**src/rtl/core/assert_macros.svh**
```systemverilog
// assertion macros for the rtl files, included by the top level
`ifndef ASSERT_MACROS_SVH
`define ASSERT_MACROS_SVH

// property must hold at every clock edge outside reset
`define RPE_ASSERT(lbl, clk, rst_n, prop, msg) \
  lbl: assert property (@(posedge clk) disable iff (!rst_n) prop) else $error(msg);

// expression must never be true outside reset
`define RPE_ASSERT_NEVER(lbl, clk, rst_n, expr, msg) \
  `RPE_ASSERT(lbl, clk, rst_n, !(expr), msg)

`endif

```
**src/rtl/core/rpe_pkg.sv**
```systemverilog
// package with frame offsets, constants and word types of the rtp payload extractor
package rpe_pkg;

  localparam int unsigned QUEUE_DEPTH = 4;

  localparam logic [6:0] ETH_TYPE_HI_POS  = 7'd12;
  localparam logic [6:0] ETH_TYPE_LO_POS  = 7'd13;
  localparam logic [6:0] IP_PROTO_POS     = 7'd23;
  localparam logic [6:0] UDP_LEN_HI_POS   = 7'd38;
  localparam logic [6:0] UDP_LEN_LO_POS   = 7'd39;
  localparam logic [6:0] RTP_FIRST_POS    = 7'd42;
  localparam logic [6:0] PAYLOAD_BASE_POS = 7'd54;
  localparam logic [6:0] OFFSET_MAX       = 7'd127;

  localparam logic [7:0] ETH_TYPE_HI   = 8'h08;
  localparam logic [7:0] ETH_TYPE_LO   = 8'h00;
  localparam logic [7:0] PROTO_UDP     = 8'd17;
  localparam logic [7:0] VERSION_MASK  = 8'hc0;
  localparam logic [7:0] VERSION_TWO   = 8'h80;
  localparam logic [7:0] COUNT_MASK    = 8'h0f;
  localparam logic [15:0] HDR_FIXED_BYTES = 16'd20;

  typedef struct packed {
    logic [7:0] payload_byte;
    logic       last_of_payload;
    logic       truncated;
  } rpe_word_t;

  typedef struct packed {
    logic      valid;
    rpe_word_t word;
  } rpe_push_t;

endpackage

```
**src/rtl/core/rpe_parser.sv**
```systemverilog
// front part: takes frame bytes, checks headers and picks out payload words
module rpe_parser (
  input  logic             clk,
  input  logic             rst_n,
  input  logic             in_valid,
  output logic             in_stall,
  input  logic [7:0]       in_frame_byte,
  input  logic             in_end_of_frame,
  input  logic             queue_full,
  output rpe_pkg::rpe_push_t push
);
  import rpe_pkg::*;

  logic [6:0]  byte_offset_r, byte_offset_nxt;
  logic        frame_accepted_r, frame_accepted_nxt;
  logic [15:0] udp_length_r, udp_length_nxt;
  logic [3:0]  csrc_count_r, csrc_count_nxt;
  logic [15:0] payload_left_r, payload_left_nxt;

  logic        accept;
  logic [3:0]  new_count;
  logic [15:0] hdr_len;
  logic [6:0]  payload_start;

  assign in_stall      = queue_full;
  assign accept        = in_valid & ~queue_full;
  assign new_count     = in_frame_byte[3:0] & COUNT_MASK[3:0];
  assign hdr_len       = HDR_FIXED_BYTES + {10'd0, new_count, 2'b00};
  assign payload_start = PAYLOAD_BASE_POS + {1'b0, csrc_count_r, 2'b00};

  always_comb begin
    byte_offset_nxt    = byte_offset_r;
    frame_accepted_nxt = frame_accepted_r;
    udp_length_nxt     = udp_length_r;
    csrc_count_nxt     = csrc_count_r;
    payload_left_nxt   = payload_left_r;
    push               = '0;
    push.word.payload_byte = in_frame_byte;
    if (accept) begin
      if (frame_accepted_r) begin
        priority if (byte_offset_r == ETH_TYPE_HI_POS) begin
          if (in_frame_byte != ETH_TYPE_HI) frame_accepted_nxt = 1'b0;
        end else if (byte_offset_r == ETH_TYPE_LO_POS) begin
          if (in_frame_byte != ETH_TYPE_LO) frame_accepted_nxt = 1'b0;
        end else if (byte_offset_r == IP_PROTO_POS) begin
          if (in_frame_byte != PROTO_UDP) frame_accepted_nxt = 1'b0;
        end else if (byte_offset_r == UDP_LEN_HI_POS) begin
          udp_length_nxt = {in_frame_byte, 8'd0};
        end else if (byte_offset_r == UDP_LEN_LO_POS) begin
          udp_length_nxt = {udp_length_r[15:8], in_frame_byte};
        end else if (byte_offset_r == RTP_FIRST_POS) begin
          if ((in_frame_byte & VERSION_MASK) != VERSION_TWO) begin
            frame_accepted_nxt = 1'b0;
          end else begin
            csrc_count_nxt = new_count;
            if (udp_length_r <= hdr_len) begin
              frame_accepted_nxt = 1'b0;
            end else begin
              payload_left_nxt = udp_length_r - hdr_len;
            end
          end
        end else if (byte_offset_r > RTP_FIRST_POS && byte_offset_r >= payload_start &&
                     payload_left_r != 16'd0) begin
          payload_left_nxt          = payload_left_r - 16'd1;
          push.valid                = 1'b1;
          push.word.last_of_payload = (payload_left_r == 16'd1) | in_end_of_frame;
          push.word.truncated       = in_end_of_frame & (payload_left_r != 16'd1);
        end else begin
          frame_accepted_nxt = frame_accepted_r;
        end
      end
      if (in_end_of_frame) begin
        byte_offset_nxt    = '0;
        frame_accepted_nxt = 1'b1;
        udp_length_nxt     = '0;
        csrc_count_nxt     = '0;
        payload_left_nxt   = '0;
      end else if (byte_offset_r != OFFSET_MAX) begin
        byte_offset_nxt = byte_offset_r + 7'd1;
      end
    end
  end

  always_ff @(posedge clk) begin
    if (!rst_n) begin
      byte_offset_r    <= '0;
      frame_accepted_r <= 1'b1;
      udp_length_r     <= '0;
      csrc_count_r     <= '0;
      payload_left_r   <= '0;
    end else begin
      byte_offset_r    <= byte_offset_nxt;
      frame_accepted_r <= frame_accepted_nxt;
      udp_length_r     <= udp_length_nxt;
      csrc_count_r     <= csrc_count_nxt;
      payload_left_r   <= payload_left_nxt;
    end
  end

endmodule

```
**src/rtl/core/rpe_queue.sv**
```systemverilog
// back part: short word queue that drives the result channel
module rpe_queue #(
  parameter int unsigned DEPTH = rpe_pkg::QUEUE_DEPTH
) (
  input  logic               clk,
  input  logic               rst_n,
  input  rpe_pkg::rpe_push_t push,
  output logic               full,
  output logic               out_valid,
  input  logic               out_stall,
  output logic [7:0]         out_payload_byte,
  output logic               out_last_of_payload,
  output logic               out_truncated
);
  import rpe_pkg::*;

  localparam int unsigned PTR_W = (DEPTH > 1) ? $clog2(DEPTH) : 1;
  localparam int unsigned CNT_W = $clog2(DEPTH + 1);
  localparam logic [PTR_W-1:0] PTR_LAST = PTR_W'(DEPTH - 1);
  localparam logic [CNT_W-1:0] CNT_FULL = CNT_W'(DEPTH);

  rpe_word_t        mem_r [DEPTH];
  logic [PTR_W-1:0] wr_ptr_r, wr_ptr_nxt;
  logic [PTR_W-1:0] rd_ptr_r, rd_ptr_nxt;
  logic [CNT_W-1:0] count_r, count_nxt;
  logic             pop;
  rpe_word_t        head;

  assign full      = (count_r == CNT_FULL);
  assign out_valid = (count_r != '0);
  assign pop       = out_valid & ~out_stall;
  assign head      = mem_r[rd_ptr_r];

  assign out_payload_byte    = head.payload_byte;
  assign out_last_of_payload = head.last_of_payload;
  assign out_truncated       = head.truncated;

  always_comb begin
    wr_ptr_nxt = wr_ptr_r;
    rd_ptr_nxt = rd_ptr_r;
    count_nxt  = count_r;
    if (push.valid) wr_ptr_nxt = (wr_ptr_r == PTR_LAST) ? '0 : wr_ptr_r + PTR_W'(1);
    if (pop)        rd_ptr_nxt = (rd_ptr_r == PTR_LAST) ? '0 : rd_ptr_r + PTR_W'(1);
    unique case ({push.valid, pop})
      2'b10:   count_nxt = count_r + CNT_W'(1);
      2'b01:   count_nxt = count_r - CNT_W'(1);
      default: count_nxt = count_r;
    endcase
  end

  always_ff @(posedge clk) begin
    if (!rst_n) begin
      wr_ptr_r <= '0;
      rd_ptr_r <= '0;
      count_r  <= '0;
    end else begin
      wr_ptr_r <= wr_ptr_nxt;
      rd_ptr_r <= rd_ptr_nxt;
      count_r  <= count_nxt;
    end
  end

  always_ff @(posedge clk) begin
    if (push.valid) mem_r[wr_ptr_r] <= push.word;
  end

endmodule

```
**src/rtl/core/rtp_payload_extractor.sv**
```systemverilog
// top level of the rtp payload extractor: header parser feeding a word queue
//
//   channel  direction  handshake            payload
//   in_      input      in_valid/in_stall    in_frame_byte, in_end_of_frame
//   out_     output     out_valid/out_stall  out_payload_byte, out_last_of_payload,
//                                            out_truncated
//
// one input word per cycle unless stalled; payload words are registered in the queue
// the parser updates its header counters in the cycle a byte is taken
// reset is synchronous and empties the queue; the next byte starts a frame
// in_stall rises only while the QUEUE_DEPTH-word queue is full from out_stall
module rtp_payload_extractor #(
  parameter int unsigned QUEUE_DEPTH = rpe_pkg::QUEUE_DEPTH
) (
  input  logic       clk,
  input  logic       rst_n,
  input  logic       in_valid,
  output logic       in_stall,
  input  logic [7:0] in_frame_byte,
  input  logic       in_end_of_frame,
  output logic       out_valid,
  input  logic       out_stall,
  output logic [7:0] out_payload_byte,
  output logic       out_last_of_payload,
  output logic       out_truncated
);
  import rpe_pkg::*;
  `include "assert_macros.svh"

  rpe_push_t push;
  logic      queue_full;

  rpe_parser u_parser (
    .clk             (clk),
    .rst_n           (rst_n),
    .in_valid        (in_valid),
    .in_stall        (in_stall),
    .in_frame_byte   (in_frame_byte),
    .in_end_of_frame (in_end_of_frame),
    .queue_full      (queue_full),
    .push            (push)
  );

  rpe_queue #(
    .DEPTH (QUEUE_DEPTH)
  ) u_queue (
    .clk                 (clk),
    .rst_n               (rst_n),
    .push                (push),
    .full                (queue_full),
    .out_valid           (out_valid),
    .out_stall           (out_stall),
    .out_payload_byte    (out_payload_byte),
    .out_last_of_payload (out_last_of_payload),
    .out_truncated       (out_truncated)
  );

  `RPE_ASSERT_NEVER(a_no_push_when_full, clk, rst_n, push.valid && queue_full, "push into full queue")
  `RPE_ASSERT(a_push_needs_accept, clk, rst_n, push.valid |-> (in_valid && !in_stall), "word without accepted byte")
  `RPE_ASSERT(a_trunc_is_last, clk, rst_n, (out_valid && out_truncated) |-> out_last_of_payload, "truncated word not last")

endmodule

```
**config.mk**
```make
export PLATFORM = sky130hd
export DESIGN_NAME = rtp_payload_extractor
export DESIGN_NICKNAME = d
export VERILOG_FILES = /design/src/rtl/core/rpe_pkg.sv /design/src/rtl/core/rpe_parser.sv /design/src/rtl/core/rpe_queue.sv /design/src/rtl/core/rtp_payload_extractor.sv
export VERILOG_INCLUDE_DIRS = /design/src /design/src/rtl/core
export SDC_FILE = /design/constraint.sdc
export NUM_CORES = 1
export LEC_CHECK = 0
export CAP_MARGIN = 20
export CORE_ASPECT_RATIO = 2
export CORE_MARGIN = 1.5
export CORE_UTILIZATION = 63
export DETAILED_ROUTE_END_ITERATION = 7
export DONT_BUFFER_PORTS = 1
export GPL_ROUTABILITY_DRIVEN = 0
export PLACE_DENSITY = 0.87
export SYNTH_ARGS = -nofsm -noshare
export SYNTH_HDL_FRONTEND = slang
export SYNTH_SLANG_ARGS = --single-unit
```
**constraint.sdc**
```tcl
create_clock -name clk -period 4.45 [get_ports clk]
set_clock_uncertainty 0.2 [all_clocks]
set_input_delay 0.2225 -clock clk [delete_from_list [all_inputs] [get_ports clk]]
set_output_delay 0.2225 -clock clk [all_outputs]
set_load 0.01 [all_outputs]
```
* After elaboration in Yosys (flattened, before gate mapping) *
Memories as Yosys holds them, arrays and structs flattened. A register that Yosys moved wholly into a read port is not among the register bits.
Index checks and enable logic that the tools add are counted.

storage, ports and cells
  bits in writable memories = 40
  register bits after elaboration = 51
  memories = 1
  logic and storage cells = 137

memories
  name           depth  width  read ports  clocked after Yosys merged registers in  write ports  line             source
  u_queue.mem_r  4      10     1           1                                        1            rpe_queue.sv:22  rpe_word_t mem_r [DEPTH];

cells by class
  muxes and demuxes = 67
  bitwise operators = 6
  $lt $le $gt $ge = 3
  equal/unequal tests = 25
  $add $sub $neg = 9
  reduce and logical (&&, ||, !) cells = 17

operators by type and width
  operator                                                                   count
  16-bit 2-to-1 mux                                                          17
  4-bit 2-to-1 mux                                                           9
  2-bit 2-to-1 mux                                                           13
  1-bit 2-to-1 mux                                                           24
  7-bit by 6-bit equality test with 1-bit output (second input constant)     3
  16-bit by 1-bit equality test with 1-bit output (second input constant)    1
  16-bit less-or-equal comparator                                            1
  16-bit by 1-bit inequality test with 1-bit output (second input constant)  1
  16-bit nonzero test                                                        1
  16-bit by 1-bit subtractor with 16-bit output (second input constant)      1
  16-bit subtractor                                                          1
  7-bit by 4-bit equality test with 1-bit output (second input constant)     2
  7-bit 2-to-1 mux                                                           2
  2-bit inequality test (second input constant)                              7
  6-bit AND reduction                                                        2
  10-bit AND reduction                                                       1
  2-bit nonzero test                                                         5
  9-bit AND reduction                                                        1
  3-bit nonzero test                                                         3
  8-bit 2-to-1 mux                                                           1
  8-bit by 4-bit inequality test with 1-bit output (second input constant)   1
  8-bit by 5-bit inequality test with 1-bit output (second input constant)   1
  8-bit nonzero test                                                         1
  5-bit by 6-bit adder with 7-bit output (first input constant)              1
  19 further kinds                                                           27

* Logic depth before layout (Yosys ltp) *
Gate-level depths: netlist (run 1).

  word-level depth = 15
  mapped depth = 15
  depth with buffers taken out = 15

* Hierarchy *
A second synthesis (run 1) with hierarchy kept.

second synthesis, totals
  cell total of the unflattened synthesis = 510
  area total of the unflattened synthesis = 5,326.4 µm²

modules (own cells, without submodules)
  module      instances  cells each  area an instance (µm²)
  rpe_parser  1          408         3,402.0
  rpe_queue   1          102         1,924.3

* Worst setup path after synthesis (run 1) *
OpenSTA, ideal clock, no wires.

  path type = flip-flop to flip-flop
  start point = register u_parser.csrc_count_r[0]
  end point = register u_queue.count_r[2]
  path slack = 1.161 ns
  cell stages (with the launch flop) = 16
  period minus slack after synthesis = 3.289 ns
  library setup time = 0.072 ns
  arrival = 3.017 ns
  cells stage by stage = dfxtp_1 > ha_1 > inv_1 > ha_1 > a21oi_1 > a21oi_1 > a2111oi_0 > a2111o_2 > nor2_4 > inv_4 > ha_1 > inv_1 > fa_1 > xor2_1 > or3_1 > a21oi_1

between the ends
  word-level cells in the longest chain between the ends = 15
  elaborated cells on any way between the ends = 17

RTL lines
  item                                                                                          line              source
  start, declared                                                                               rpe_parser.sv:17  logic [3:0] csrc_count_r, csrc_count_nxt;
  start signal, assigned                                                                        rpe_parser.sv:95  csrc_count_r <= csrc_count_nxt;
  6-bit by 6-bit adder with 7-bit output (*)                                                    rpe_parser.sv:29  assign payload_start = PAYLOAD_BASE_POS + {1'b0, csrc_count_r, 2'b00};
  7-bit greater-or-equal comparator (*)                                                         rpe_parser.sv:62  end else if (byte_offset_r > RTP_FIRST_POS && byte_offset_r >= payload_start &&
  1-bit logical AND (*) (2 in series)                                                           rpe_parser.sv:62
  1-bit 2-to-1 mux (*)                                                                          rpe_parser.sv:62
  1-bit 2-to-1 mux (*)                                                                          rpe_parser.sv:51  end else if (byte_offset_r == RTP_FIRST_POS) begin
  1-bit 2-to-1 mux (*)                                                                          rpe_parser.sv:49  end else if (byte_offset_r == UDP_LEN_LO_POS) begin
  1-bit 2-to-1 mux (*)                                                                          rpe_parser.sv:47  end else if (byte_offset_r == UDP_LEN_HI_POS) begin
  1-bit 2-to-1 mux (*)                                                                          rpe_parser.sv:45  end else if (byte_offset_r == IP_PROTO_POS) begin
  1-bit 2-to-1 mux (*)                                                                          rpe_parser.sv:43  end else if (byte_offset_r == ETH_TYPE_LO_POS) begin
  1-bit 2-to-1 mux (*)                                                                          rpe_parser.sv:41  priority if (byte_offset_r == ETH_TYPE_HI_POS) begin
  1-bit 2-to-1 mux (*)                                                                          rpe_parser.sv:40  if (frame_accepted_r) begin
  1-bit 2-to-1 mux (*)                                                                          rpe_parser.sv:39  if (accept) begin
  2-bit by 1-bit equality test with 1-bit output / 2-bit equality test (equally long branches)  rpe_queue.sv:44   unique case ({push.valid, pop})
  3-bit case mux with 2 select lines / 2-bit nonzero test (equally long branches)               -
  end signal, assigned                                                                          rpe_queue.sv:59   count_r <= count_nxt;
  end, declared                                                                                 rpe_queue.sv:25   logic [CNT_W-1:0] count_r, count_nxt;

Every way passes the cells marked *; elsewhere a longest branch is shown, timed or not.
A chain may end at the register's enable or synchronous reset.

* Worst setup path after layout (run 1) *
  start point = register u_parser.byte_offset_r[3]
  end point = register u_queue.count_r[2]

between the ends
  word-level cells in the longest chain between the ends = 14
  elaborated cells on any way between the ends = 23

RTL lines
  item                                                                                                       line              source
  start, declared                                                                                            rpe_parser.sv:14  logic [6:0] byte_offset_r, byte_offset_nxt;
  start signal, assigned                                                                                     rpe_parser.sv:92  byte_offset_r <= byte_offset_nxt;
  7-bit by 6-bit > comparator with 1-bit output / 7-bit greater-or-equal comparator (equally long branches)  rpe_parser.sv:62
  1-bit logical AND (2 in series)                                                                            rpe_parser.sv:62
  1-bit 2-to-1 mux                                                                                           rpe_parser.sv:62
  1-bit 2-to-1 mux                                                                                           rpe_parser.sv:51
  1-bit 2-to-1 mux                                                                                           rpe_parser.sv:49
  1-bit 2-to-1 mux                                                                                           rpe_parser.sv:47
  1-bit 2-to-1 mux                                                                                           rpe_parser.sv:45
  1-bit 2-to-1 mux                                                                                           rpe_parser.sv:43
  1-bit 2-to-1 mux (*)                                                                                       rpe_parser.sv:41
  1-bit 2-to-1 mux (*)                                                                                       rpe_parser.sv:40
  1-bit 2-to-1 mux (*)                                                                                       rpe_parser.sv:39
  2-bit by 1-bit equality test with 1-bit output / 2-bit equality test (equally long branches)               rpe_queue.sv:44
  3-bit case mux with 2 select lines / 2-bit nonzero test (equally long branches)                            -

Marked as above.

==> results of run 1 <==
[routing by layer]
metal | wire length [um] | global-route usage, % | share of wire, % | vias to the layer above
met1 | 4740 | 37.1 | 37 | 1868
met3 | 1080 | 8.77 | 8.4 | 82
li1 | - | - | - | 1831
met5 | 0 | 0 | 0 | -
met4 | 839 | 17.2 | 6.5 | 0
met2 | 6180 | 51.7 | 48 | 252
[layout make-up]
type                    instances  area, sq um
clock inverters                 7         57.6
repair buffers                 12          135
flip-flops and latches         93         2260
clock buffers                   9          225
inverters                      21         81.3
multi-input cells             365         2610
fillers                       573         2330
well taps                      96          120
[cells in the final DEF, fill, tap and decap left out, types with 10 or more instances in the layout]
| master | instances |
|---|---|
| o21ai_0 | 16 |
| a21oi_1 | 29 |
| nand3_1 | 19 |
| nor2_1 | 50 |
| inv_1 | 20 |
| xor2_1 | 17 |
| mux4_2 | 10 |
| edfxtp_1 | 40 |
| xnor2_1 | 10 |
| dfxtp_1 | 53 |
| nand2_1 | 48 |
| ha_1 | 27 |
| dlygate4sd3_1 | 10 |
[critical path, delay by kind of cell (launching register included)]
| family | cells | cell delay [ns] |
|---|---|---|
| adder cells (fa/ha/maj) | 2 | 0.55 |
| XOR/XNOR | 1 | 0.16 |
| AND/OR/NAND/NOR | 4 | 1.47 |
| AO/OA/AOI/OAI | 3 | 0.58 |
| flip-flops | 1 | 0.52 |
| buffers and inverters | 2 | 0.16 |
[worst max path at each step]
stage,start,slack (ns),to,depth (start not counted)
after floorplan,u_parser.csrc_count_r[0]$_SDFFE_PN0P_,1.16,u_queue.count_r[2]$_SDFFE_PN0P_,15
after global placement,u_parser.csrc_count_r[0]$_SDFFE_PN0P_,0.99,u_queue.count_r[2]$_SDFFE_PN0P_,15
after detailed placement,u_parser.csrc_count_r[0]$_SDFFE_PN0P_,0.84,u_queue.count_r[2]$_SDFFE_PN0P_,15
after CTS,u_parser.byte_offset_r[3]$_SDFFE_PN0P_,0.80,u_queue.count_r[2]$_SDFFE_PN0P_,12
after global routing,u_parser.byte_offset_r[3]$_SDFFE_PN0P_,0.38,u_queue.count_r[2]$_SDFFE_PN0P_,12
final,u_parser.byte_offset_r[3]$_SDFFE_PN0P_,0.74,u_queue.count_r[2]$_SDFFE_PN0P_,12
[report_power, final]
part / internal (uW) / switching [uW] / total, uW
clock network: 385 / 341 / 726
registers: 898 / 14.3 / 912
logic: 86.1 / 124 / 210
total: 1370 / 479 / 1850
[cell families (layout without fill, tap and decap cells)]
family	Yosys count	after routing	synth area share (%)
compound gates	104	104	14.5
xor+xnor	27	27	4.68
fa+ha+maj	29	29	7.48
buf+inv	40	49	3.49
flops	93	93	44.8
mux	16	16	5.65
simple gates	189	189	19.4
[through the flow]
stage | worst slack, ns | power, uW | utilization (%) | instances | area [sq um]
finish | 0.740 | 1850 | 70.2 | 603 | 5500
global route | 0.384 | 1900 | 70.2 | 603 | 5500
CTS | 0.799 | 1840 | 69.9 | 602 | 5470
detailed placement | 0.841 | 1110 | 65.0 | 576 | 5080
global placement | 0.994 | 1100 | 65.0 | 576 | 5080
floorplan | 1.16 | 1080 | - | 498 | 5050
[registers in the layout, summed over array words and instances, names as in the netlist, named ones only]
signal and count:
u_queue.mem_r 40, u_parser.payload_left_r 16, u_parser.udp_length_r 16, u_parser.byte_offset_r 7
u_parser.csrc_count_r 4, u_queue.count_r 3, u_queue.rd_ptr_r 2, u_queue.wr_ptr_r 2
u_parser.frame_accepted_r 1
==> flow_summary.ini, run 1 <==
[sta]
period_minus_slack_ns = 3.71
finalHoldViolations = 0
holdWs_ns = 0.00230
max_freq_ghz = 0.270
slew_headroom_pct = 39.7
rsz0062_at_grt = no
setup_violations = 0
drv_slew = 0
tightest_slew_ns = 0.901
period_share_pct = 83.4
setup_tns_ns = 0

[cts]
cts-buffers-inserted = 9
clock-sinks = 93
cts_tree = built
clk_latency_ns = 0.36
cts-root-buf = clkbuf_16
ctsResizeCount = 0
path_clk_slew_ns = 0.07
htree_levels = 3
cts_hold_buf = 10
clock_path_buffers = 2
cts_setup_buffers = 0

[routing]
antenna_left = 0
post_drt_wl_per_cell_um = 21.3
wl_um = 12800
routed-via-count = 4033
drcViolationCount = 0
drt_iter0_drc = 487
viasPerCell = 6.69
drt_first_pass_iters = 5

[worst_setup_path]
crit_chain = nor4bb_1 -> or2b_1 -> o21ai_0 -> a2111o_2 -> nor2_4 -> inv_4 -> ha_1 -> inv_1 -> fa_1 -> xor2_1 -> or3_1 -> a21oi_1
regToRegStartpoint = u_parser.byte_offset_r[3]$_SDFFE_PN0P_
crit_path_end_kind = register
reg2reg_to = u_queue.count_r[2]$_SDFFE_PN0P_
critPathMaxStageDelay_ns = 0.57
criticalPathCategory = reg -> reg
reg2regPathDepth = 12
critPathLaunchType = register
cp.required_ns = 4.54
cp.arrival_ns = 3.80
critPathMaxFanout = 21
reg2reg_setup_slack_ns = 0.74
crit_path_top_delay_cell = nor4bb_1

[cells_and_area]
fin_nets = 544
layout-drive-gt1-share_pct = 8.09
diodes = 0
syn_to_final_growth_pct = 8.77

[synth]
synth_cell_types = 66
yosysWarnings = 0
synth_area_leaders = edfxtp_1 24%, dfxtp_1 21%, ha_1 6.7%
synth_seq_cells = 93
synthTopCellsByCount = 53 x dfxtp_1, 50 x nor2_1, 48 x nand2_1
ys.flop_type = dfxtp_1
netlist_area_sq_um = 5050
ys_seq_area_share_pct = 44.8
synth_most_common_cell = dfxtp_1
async_flop_share_pct = 0
yosys.area.top_type_share_pct = 23.8
syn_area_per_cell_sq_um = 10.1
syn-num-nets = 540
synth_top_area_cell = edfxtp_1
syn_inst = 498
synth-edff-count = 40

[placed_design]
dpl.hpwl_um = 8400
io_buffers = 0

[die]
row_count = 46
die_width_um = 66.3
coreArea_sq_um = 7830
ioPinCount = 25
die_h_um = 130
start_util_pct = 64.5
dieArea_sq_um = 8600

[min_path]
hold_path.class = in -> reg
hp-start = in_end_of_frame
holdPathEnd = u_parser.payload_left_r[1]$_SDFFE_PN0P_
holdPathStages = 3

[global_route]
gr-total-overflow = 0
grt.total_usage_pct = 31.7
grt_pass1_vias = 3844
grt_start_max_net_pins = 34
grt_antenna_before_repair = 0
grt_pass1_wl_um = 20000

[power]
peakVddDrop_mv = 0.267
power.density_cell_area_nw_per_um2 = 336
p_leak_uw = 0.00206

[run_status]
status = complete, no violations

[flow_run]
drv_cap = 0
Note: power is estimated with default switching activity, not from simulation.
==> run 2, diff against run 1 <==
==> constraint.sdc (replaced) <==
create_clock -name clk -period 3.8 [get_ports clk]
set_clock_uncertainty 0.2 [all_clocks]
set_input_delay 0.19 -clock clk [delete_from_list [all_inputs] [get_ports clk]]
set_output_delay 0.19 -clock clk [all_outputs]
set_load 0.01 [all_outputs]
==> flow_summary.ini, run 2 (synthesis results as in run 1) <==
[run_status]
status = complete, no violations

[power]
swShare_pct = 26.7
peakVddDrop_mv = 0.451
power.share.clock_pct = 40.5
p_comb_share_pct = 11.2
power.density_cell_area_nw_per_um2 = 399
p_int_uw = 1620
p_leak_uw = 0.00209
power_uw = 2210
p_sw_uw = 590
pwr-share-seq_pct = 48.3

[worst_setup_path]
reg2reg_setup_slack_ns = 0.15
critPathMaxFanout = 7
path_delay_family = compound AO/OA/AOI/OAI gates
cp.required_ns = 3.88
crit_path_end_kind = register
critPathLaunchType = register
crit_path_top_delay_cell = a2111oi_1
path_buf_inv = 3
cp.arrival_ns = 3.72
crit_chain = ha_1 -> inv_1 -> ha_1 -> a21oi_1 -> a21oi_1 -> a2111oi_1 -> a2111o_2 -> nor2_4 -> inv_4 -> ha_1 -> inv_1 -> fa_1 -> xor2_1 -> or3_1 -> a21oi_1
criticalPathCategory = reg -> reg
critPathMaxStageDelay_ns = 0.53

[sta]
setup_tns_ns = 0
slew_headroom_pct = 34.4
rsz0062_at_grt = no
period_minus_slack_ns = 3.65
fin_ws_ns = 0.151
holdWs_ns = 0.0356
drv_slew = 0
max_freq_ghz = 0.274
setup_violations = 0
finalHoldViolations = 0
period_share_pct = 96.0
tightest_slew_ns = 0.980

[cells_and_area]
syn_to_final_growth_pct = 9.78
largest_reg_flops = 40
fin_nets = 548
regArea_sq_um = 2260
diodes = 0
fill_cells = 537
fin_util_pct = 70.9
layout-drive-gt1-share_pct = 8.61
multi_input_area_sq_um = 2620
reg_top3 = u_queue.mem_r: 40 flops, u_parser.payload_left_r: 16 flops, u_parser.udp_length_r: 16 flops
layout_common_cells = 53 x dfxtp_1, 50 x nor2_1, 48 x nand2_1
final_common_cell = dfxtp_1
regMostFlops = u_queue.mem_r

[die]
die_h_um = 130
ioPinCount = 25
dieArea_sq_um = 8600
start_util_pct = 64.5
coreArea_sq_um = 7830
die_width_um = 66.3
row_count = 46

[routing]
drcViolationCount = 0
wl_um = 12700
antenna_left = 0
post_drt_wl_per_cell_um = 20.9
drt_iter0_drc = 454
routed-via-count = 4041
drt_first_pass_iters = 6
viasPerCell = 6.66

[placed_design]
io_buffers = 0
post-place-ws_ns = 0.175
dpl.hpwl_um = 8370

[global_route]
grt_pass1_wl_um = 19400
grt_pass1_vias = 3828
grt_start_max_net_pins = 34
grt.total_usage_pct = 30.7
gr-total-overflow = 0
grt_antenna_before_repair = 0

[flow_run]
drv_cap = 0

[cts]
clock-sinks = 93
cts_tree = built
clock_path_buffers = 2
cts-buffers-inserted = 9
clk_latency_ns = 0.35
path_clk_slew_ns = 0.07
htree_levels = 3
cts-root-buf = clkbuf_16

[min_path]
hold_path.class = in -> reg
-- run 2: cell type report --
| type | count | area share, % |
|---|---|---|
| Inverter | 21 | 1.47 |
| Clock buffer | 9 | 4.06 |
| Clock inverter | 7 | 1.35 |
| Multi-Input combinational cell | 365 | 47.1 |
| Tap cell | 96 | 2.17 |
| Sequential cell | 93 | 40.8 |
| Timing Repair Buffer | 16 | 3.02 |
-- run 2: path summary, 6_finish.rpt --
check | from | to | cells past startpoint
worst max register to register | u_parser.csrc_count_r[0]$_SDFFE_PN0P_ | u_queue.count_r[2]$_SDFFE_PN0P_ | 15
worst max-delay path | u_parser.csrc_count_r[0]$_SDFFE_PN0P_ | u_queue.count_r[2]$_SDFFE_PN0P_ | 15
worst min-delay path | in_frame_byte[0] | u_parser.csrc_count_r[0]$_SDFFE_PN0P_ | 4
worst min register to register | u_parser.udp_length_r[6]$_SDFFE_PN0P_ | u_parser.udp_length_r[6]$_SDFFE_PN0P_ | 2
-- run 2: per-layer routing --
layer,vias to the layer above,wire length [um],global-route usage (%)
met5,-,0,0
met4,0,639,17.3
met3,51,908,8.16
met2,218,6390,50.1
met1,1921,4730,36.0
li1,1851,-,-
-- run 2: through the flow --
stage,cell area (sq um),instances
after global placement,5110,579
final,5550,607
after CTS,5520,606
after detailed placement,5110,579
after floorplan,5050,498
after global routing,5550,607
-- run 2: power groups by stage --
stage / Combinational (uW) / Sequential [uW] / Clock, uW
2_1_floorplan: 184 / 1090 / 0
3_3_place_gp: 208 / 1090 / 0
3_5_place_dp: 215 / 1090 / 0
4_1_cts: 241 / 1070 / 897
5_1_grt: 271 / 1070 / 940
6_report: 248 / 1070 / 896
-- run 2: worst register-to-register path, cell delays in order, from the launching register on --
cell and delay (ns):
dfxtp_1 0.36, ha_1 0.29, inv_1 0.04, ha_1 0.28
a21oi_1 0.14, a21oi_1 0.09, a2111oi_1 0.53, a2111o_2 0.25
nor2_4 0.07, inv_4 0.09, ha_1 0.19, inv_1 0.06
fa_1 0.38, xor2_1 0.16, or3_1 0.30, a21oi_1 0.14
-- run 2: what timing repair did --
action,in CTS,in global routing
setup buffers,0,0
hold buffers,11,0
setup endpoints to repair,0,1
gates resized for setup,0,1
hold endpoints to repair,80,0
